$ cat config.mk
export PLATFORM = sky130hd
export DESIGN_NAME = iirdf2_ctrl
export DESIGN_NICKNAME = d
export VERILOG_FILES = /design/src/hw/rtl/iirdf2_pkg.sv /design/src/hw/rtl/iirdf2_ctrl.sv
export SDC_FILE = /design/constraint.sdc
export NUM_CORES = 1
export LEC_CHECK = 0
export BUFFER_PORTS_ARGS = -buffer_cell sky130_fd_sc_hd__buf_2
export CAP_MARGIN = 20
export CORE_MARGIN = 3
export CORE_UTILIZATION = 40
export DETAILED_ROUTE_END_ITERATION = 8
export PLACE_DENSITY = 0.69
export SYNTH_ARGS = -nofsm -noshare
export SYNTH_HDL_FRONTEND = slang
export SYNTH_SLANG_ARGS = --single-unit
$ cat constraint.sdc
create_clock -name i_clk -period 2.6 [get_ports i_clk]
set_input_delay 0.26 -clock i_clk [delete_from_list [all_inputs] [get_ports i_clk]]
set_output_delay 0.26 -clock i_clk [all_outputs]
set_load 0.01 [all_outputs]
$ cat src/hw/rtl/iirdf2_pkg.sv
// Shared types and constants for the direct-form-II IIR filter.
`timescale 1ns / 1ps

package iirdf2_pkg;

    localparam int TAPS_DEF = 16;

    localparam logic signed [31:0] UNIT_COEF = 32'sh1000_0000;
    localparam logic signed [31:0] W_MAX     = 32'sh7FFF_FFFF;
    localparam logic signed [31:0] W_MIN     = 32'sh8000_0000;
    localparam logic signed [63:0] Y_MAX     = 64'sd8388607;
    localparam logic signed [63:0] Y_MIN     = -64'sd8388608;
    localparam logic signed [63:0] Y_ROUND   = 64'sd524288;

    typedef enum logic [1:0] {
        OP_FILTER = 2'd0,
        OP_WR_B   = 2'd1,
        OP_WR_A   = 2'd2,
        OP_CLEAR  = 2'd3
    } t_op;

    typedef enum logic [3:0] {
        S_IDLE,
        S_MAC_A,
        S_DRAIN_A,
        S_DIV_GO,
        S_DIV_WAIT,
        S_MAC_B,
        S_DRAIN_B,
        S_OUT,
        S_ERR
    } t_state;

    typedef struct packed {
        logic x_load;
        logic coef_wr_a;
        logic coef_wr_b;
        logic dly_clear;
        logic issue;
        logic sel_b;
        logic div_start;
        logic acc_clr;
        logic out_load;
        logic out_err;
        logic dly_push;
    } t_cmd;

    typedef struct packed {
        logic a0_zero;
        logic pipe_busy;
        logic div_busy;
    } t_status;

endpackage

$ cat src/hw/rtl/iirdf2_ctrl.sv
// Controller: sequences coefficient writes, the two MAC passes, the divide and the result.
`timescale 1ns / 1ps

module iirdf2_ctrl #(
    parameter int TAPS = iirdf2_pkg::TAPS_DEF
) (
    input  logic                      i_clk,
    input  logic                      i_rst_n,
    input  logic                      i_in_valid,
    output logic                      o_in_ready,
    input  logic [1:0]                i_op,
    input  logic                      i_out_ready,
    output logic                      o_out_valid,
    input  logic [4:0]                i_nb_taps,
    input  logic [4:0]                i_na_taps,
    input  iirdf2_pkg::t_status       i_status,
    output iirdf2_pkg::t_cmd          o_cmd,
    output logic [$clog2(TAPS)-1:0]   o_k
);

    localparam int TAP_W = $clog2(TAPS);
    localparam int CW    = (TAP_W + 1 > 5) ? TAP_W + 1 : 5;

    iirdf2_pkg::t_state r_state;
    iirdf2_pkg::t_state n_state;
    logic [TAP_W-1:0]   r_k;
    logic [TAP_W-1:0]   n_k;
    logic               r_out_valid;

    logic               w_accept;
    logic               w_space;
    logic [TAP_W-1:0]   w_na_last;
    logic [TAP_W-1:0]   w_nb_last;
    iirdf2_pkg::t_op    w_op;

    // tap count clamped to 1..TAPS, returned as index of the last tap
    function automatic logic [TAP_W-1:0] last_tap(input logic [4:0] cnt);
        logic [CW-1:0] c;
        logic [CW-1:0] e;
        c = CW'(cnt);
        if (c == '0) begin
            e = CW'(1);
        end else if (c > CW'(TAPS)) begin
            e = CW'(TAPS);
        end else begin
            e = c;
        end
        return TAP_W'(e - CW'(1));
    endfunction

    assign w_na_last = last_tap(i_na_taps);
    assign w_nb_last = last_tap(i_nb_taps);
    assign w_op      = iirdf2_pkg::t_op'(i_op);
    assign w_accept  = i_in_valid && (r_state == iirdf2_pkg::S_IDLE);
    assign w_space   = !r_out_valid || i_out_ready;

    always_comb begin
        n_state = r_state;
        n_k     = r_k;
        unique case (r_state)
            iirdf2_pkg::S_IDLE: begin
                if (w_accept && w_op == iirdf2_pkg::OP_FILTER) begin
                    if (i_status.a0_zero) begin
                        n_state = iirdf2_pkg::S_ERR;
                    end else if (w_na_last != '0) begin
                        n_state = iirdf2_pkg::S_MAC_A;
                        n_k     = TAP_W'(1);
                    end else begin
                        n_state = iirdf2_pkg::S_DIV_GO;
                    end
                end
            end
            iirdf2_pkg::S_MAC_A: begin
                if (r_k == w_na_last) begin
                    n_state = iirdf2_pkg::S_DRAIN_A;
                end else begin
                    n_k = r_k + TAP_W'(1);
                end
            end
            iirdf2_pkg::S_DRAIN_A: begin
                if (!i_status.pipe_busy) begin
                    n_state = iirdf2_pkg::S_DIV_GO;
                end
            end
            iirdf2_pkg::S_DIV_GO: begin
                n_state = iirdf2_pkg::S_DIV_WAIT;
            end
            iirdf2_pkg::S_DIV_WAIT: begin
                if (!i_status.div_busy) begin
                    n_state = iirdf2_pkg::S_MAC_B;
                    n_k     = '0;
                end
            end
            iirdf2_pkg::S_MAC_B: begin
                if (r_k == w_nb_last) begin
                    n_state = iirdf2_pkg::S_DRAIN_B;
                end else begin
                    n_k = r_k + TAP_W'(1);
                end
            end
            iirdf2_pkg::S_DRAIN_B: begin
                if (!i_status.pipe_busy) begin
                    n_state = iirdf2_pkg::S_OUT;
                end
            end
            iirdf2_pkg::S_OUT, iirdf2_pkg::S_ERR: begin
                if (w_space) begin
                    n_state = iirdf2_pkg::S_IDLE;
                end
            end
            default: begin
                n_state = iirdf2_pkg::S_IDLE;
            end
        endcase
    end

    always_comb begin
        o_cmd           = '0;
        o_in_ready      = r_state == iirdf2_pkg::S_IDLE;
        o_cmd.x_load    = w_accept && w_op == iirdf2_pkg::OP_FILTER;
        o_cmd.coef_wr_b = w_accept && w_op == iirdf2_pkg::OP_WR_B;
        o_cmd.coef_wr_a = w_accept && w_op == iirdf2_pkg::OP_WR_A;
        o_cmd.dly_clear = w_accept && w_op == iirdf2_pkg::OP_CLEAR;
        unique case (r_state)
            iirdf2_pkg::S_MAC_A: begin
                o_cmd.issue = 1'b1;
            end
            iirdf2_pkg::S_MAC_B: begin
                o_cmd.issue = 1'b1;
                o_cmd.sel_b = 1'b1;
            end
            iirdf2_pkg::S_DIV_GO: begin
                o_cmd.div_start = 1'b1;
                o_cmd.acc_clr   = 1'b1;
            end
            iirdf2_pkg::S_OUT: begin
                o_cmd.out_load = w_space;
                o_cmd.dly_push = w_space;
            end
            iirdf2_pkg::S_ERR: begin
                o_cmd.out_load = w_space;
                o_cmd.out_err  = 1'b1;
            end
            default: begin
            end
        endcase
    end

    always_ff @(posedge i_clk) begin
        if (!i_rst_n) begin
            r_state     <= iirdf2_pkg::S_IDLE;
            r_k         <= '0;
            r_out_valid <= 1'b0;
        end else begin
            r_state <= n_state;
            r_k     <= n_k;
            if (o_cmd.out_load) begin
                r_out_valid <= 1'b1;
            end else if (i_out_ready) begin
                r_out_valid <= 1'b0;
            end
        end
    end

    assign o_out_valid = r_out_valid;
    assign o_k         = r_k;

endmodule

==> results.ini <==
[place]
port_buffers=35
dp_hpwl_mm=1.93
finalWeightedCongestion=0.769

[logic_synthesis]
syn_inst=125
synth_compound_area_share_pct=24.9
syn-num-nets=148
syn_area_um2=930
synth_warnings=0
synth-xor-area-share_pct=8.48
synth-edff-count=0
synthArstFlopShare_pct=0
synthAdderAreaFrac_pct=5.38
yosys_register_bits=9
synthMuxAreaShare_pct=1.08
ys.flop_type=dfxtp_1
synth_top_family_by_area=simple AND/OR/NAND/NOR gates
yosysUniqueCellTypes=45
ys_seq_area_share_pct=19.4
synth-simple-area-share_pct=35.3
syn_area_per_cell_um2=7.44

[worst_setup_path]
reg2reg_depth=6
regToRegSetupSlack_ps=590
cpPeakStageDelay_ps=560
cp.arrival_ps=2510
crit_family=compound AO/OA/AOI/OAI gates
crit_chain=buf_2 > or4_1 > and2_1 > ha_1 > xnor2_1 > xnor2_1 > a211oi_1 > o211ai_1 > o21bai_1 > o21ai_0
critical_path.slowest_cell=or4_1
cp_num_cells=10
cp-start-kind=input port
crit_start=i_nb_taps[4]
cpMostUsedCell=xnor2_1
r2r_end=o_k[3]
worst-path-buf-inv=1
reg2reg_from=r_state[2]
path_class=input port to flip-flop
path_max_fanout=4
critPathCapture=r_state[1]
endpoint_kind=flip-flop
critPathRequiredTime_ps=2780

[route]
first_pass_iters=4
ant_nets=0
drt_iter0_markers=12
totalWireLength_mm=2.39
vias=1040
wire_per_inst_um=12.6
post-route-drc-count=0
viasPerCell=5.50

[global_routing]
grt_overflow=0
grt_pass1_vias=933
grt_start_max_net_pins=16
grt_pass1_wl_mm=3.95
track_usage_pct=18.0
antenna_found_initial=0

[timing]
min_period_ps=2320
tightest_slew_ps=426
fin_crit_sh_pct=89.4
fin_skew_ps=0.498
rsz0062_at_grt=no
finalMaxSlewViolations=0
fmax_mhz=430
relSlewSlack_pct=71.2
setup-violations-final=0
timing.hold.ws_ps=295
hold_viol_final=0

[final_layout]
syn2layout_area_growth_pct=25.4
multiInputGateArea_um2=698
regArea_um2=180
diodes=0
drive_gt1_share_pct=27.8
nNetsFinal=186
final_cell_mix=buf_2, nand2_1, dfxtp_1
fill_cells=211
final_common_cell=buf_2

[power_and_ir_drop]
p_int_uw=412
seqPwrFrac_pct=29.4
sw_frac_of_total_pct=45.1
irDropWorstVdd_uv=358
power.density_mw_per_mm2=643
power.total_uw=750
p_comb_share_pct=55.8
clkPwrFrac_pct=14.8
p_sw_uw=338
leakage_uw=0.000525

[outcome]
outcome=finished, final reports clean

[cts]
clkSlewWorstSetupHoldPaths_ps=60
hold_buffers=0
cts_tree=done
cts_buffer_depth=2
cts-buffers-inserted=3
cts_setup_buffers=0
cts_resized=0
clk_latency_ps=260
cts-root-buf=clkbuf_4
cts_max_level=1
cts.sinks=9

[floorplanning]
start_util_pct=44.7
die_y_um=54.2
io_pins=36
dieArea_mm2=0.00294
core_mm2=0.00208
rows=16
die-width_um=54.2

[job]
drv_cap=0

[worst_hold_path]
min_from=i_status[2]
hold_path.class=input port to flip-flop

final cells by class:
cell class,instances,area share (%)
Multi-Input combinational cell,104,59.9
Timing Repair Buffer,39,17.6
Sequential cell,9,15.5
Tap cell,27,2.90
Clock buffer,4,2.25
Inverter,6,1.93
power by group through the flow:
stage	Clock (uW)	Sequential (uW)	Combinational [uW]
global placement	0	221	409
detailed placement	0	222	418
global route	123	228	469
CTS	115	219	419
finish	111	221	419
floorplan	0	198	291
sequential cells by signal, summed over array words and instances (netlist names):
signal / count
o_out_valid: 1
r_state: 4
o_k: 4
through the flow:
stage	util [%]	worst slack [ps]	TNS (ps)	area (um2)	instances
floorplan	-	253	0	930	125
global placement	54.7	70.9	0	1140	185
detailed placement	54.7	-1.11	-1.11	1140	185
CTS	56.0	275	0	1170	189
global route	56.0	40.2	0	1170	189
finish	56.0	277	0	1170	189
metal layers:
layer | routed length (um) | GRT usage, %
met1 | 1050 | 21.3
met2 | 1200 | 32.7
met3 | 136 | 5.72
met4 | 0 | 1.24
met5 | 0 | 0
cell usage after synthesis (2+ instances only):
library cell  count  area, um2
nor3_1            4       20.0
a2bb2oi_1         2       17.5
ha_1              4       50.1
nand2b_1          5       31.3
o21bai_1          2       15.0
nor2_1            6       22.5
and2_1            2       12.5
o211ai_1          3       22.5
o31ai_1           2       15.0
nand3_1           7       35.0
nor2b_1           5       31.3
nor3b_1           4       30.0
inv_1             6       22.5
or4_1             2       15.0
a31oi_1           3       18.8
nand2_1          14       52.6
or3_1             2       12.5
dfxtp_1           9        180
o21ai_0           4       20.0
buf_2             2       10.0
a21oi_1           3       15.0
nor4b_1           2       17.5
clkbuf_1          3       11.3
xor2_1            3       26.3
xnor2_1           6       52.6
how the worst min path moves through the flow:
stage / endpoint / slack, ps / cells past startpoint
2_1_floorplan: r_state[3] / 410 / 2
3_3_place_gp: o_out_valid / 520 / 2
3_5_place_dp: o_out_valid / 540 / 2
4_1_cts: r_state[3] / 290 / 3
5_1_grt: r_state[3] / 310 / 3
6_report: r_state[3] / 300 / 3
worst min-delay path, cell delays in order:
cell and delay [ps]:
buf_2 130, nand3_1 60, o21ai_0 60
logic make-up after synthesis:
group,Yosys count
AND/OR/NAND/NOR,59
AO/OA/AOI/OAI,31
buffers and inverters,12
XOR/XNOR,9
flip-flops,9
adder cells (fa/ha/maj),4
multiplexers,1
(Power assumes the default switching activity.)
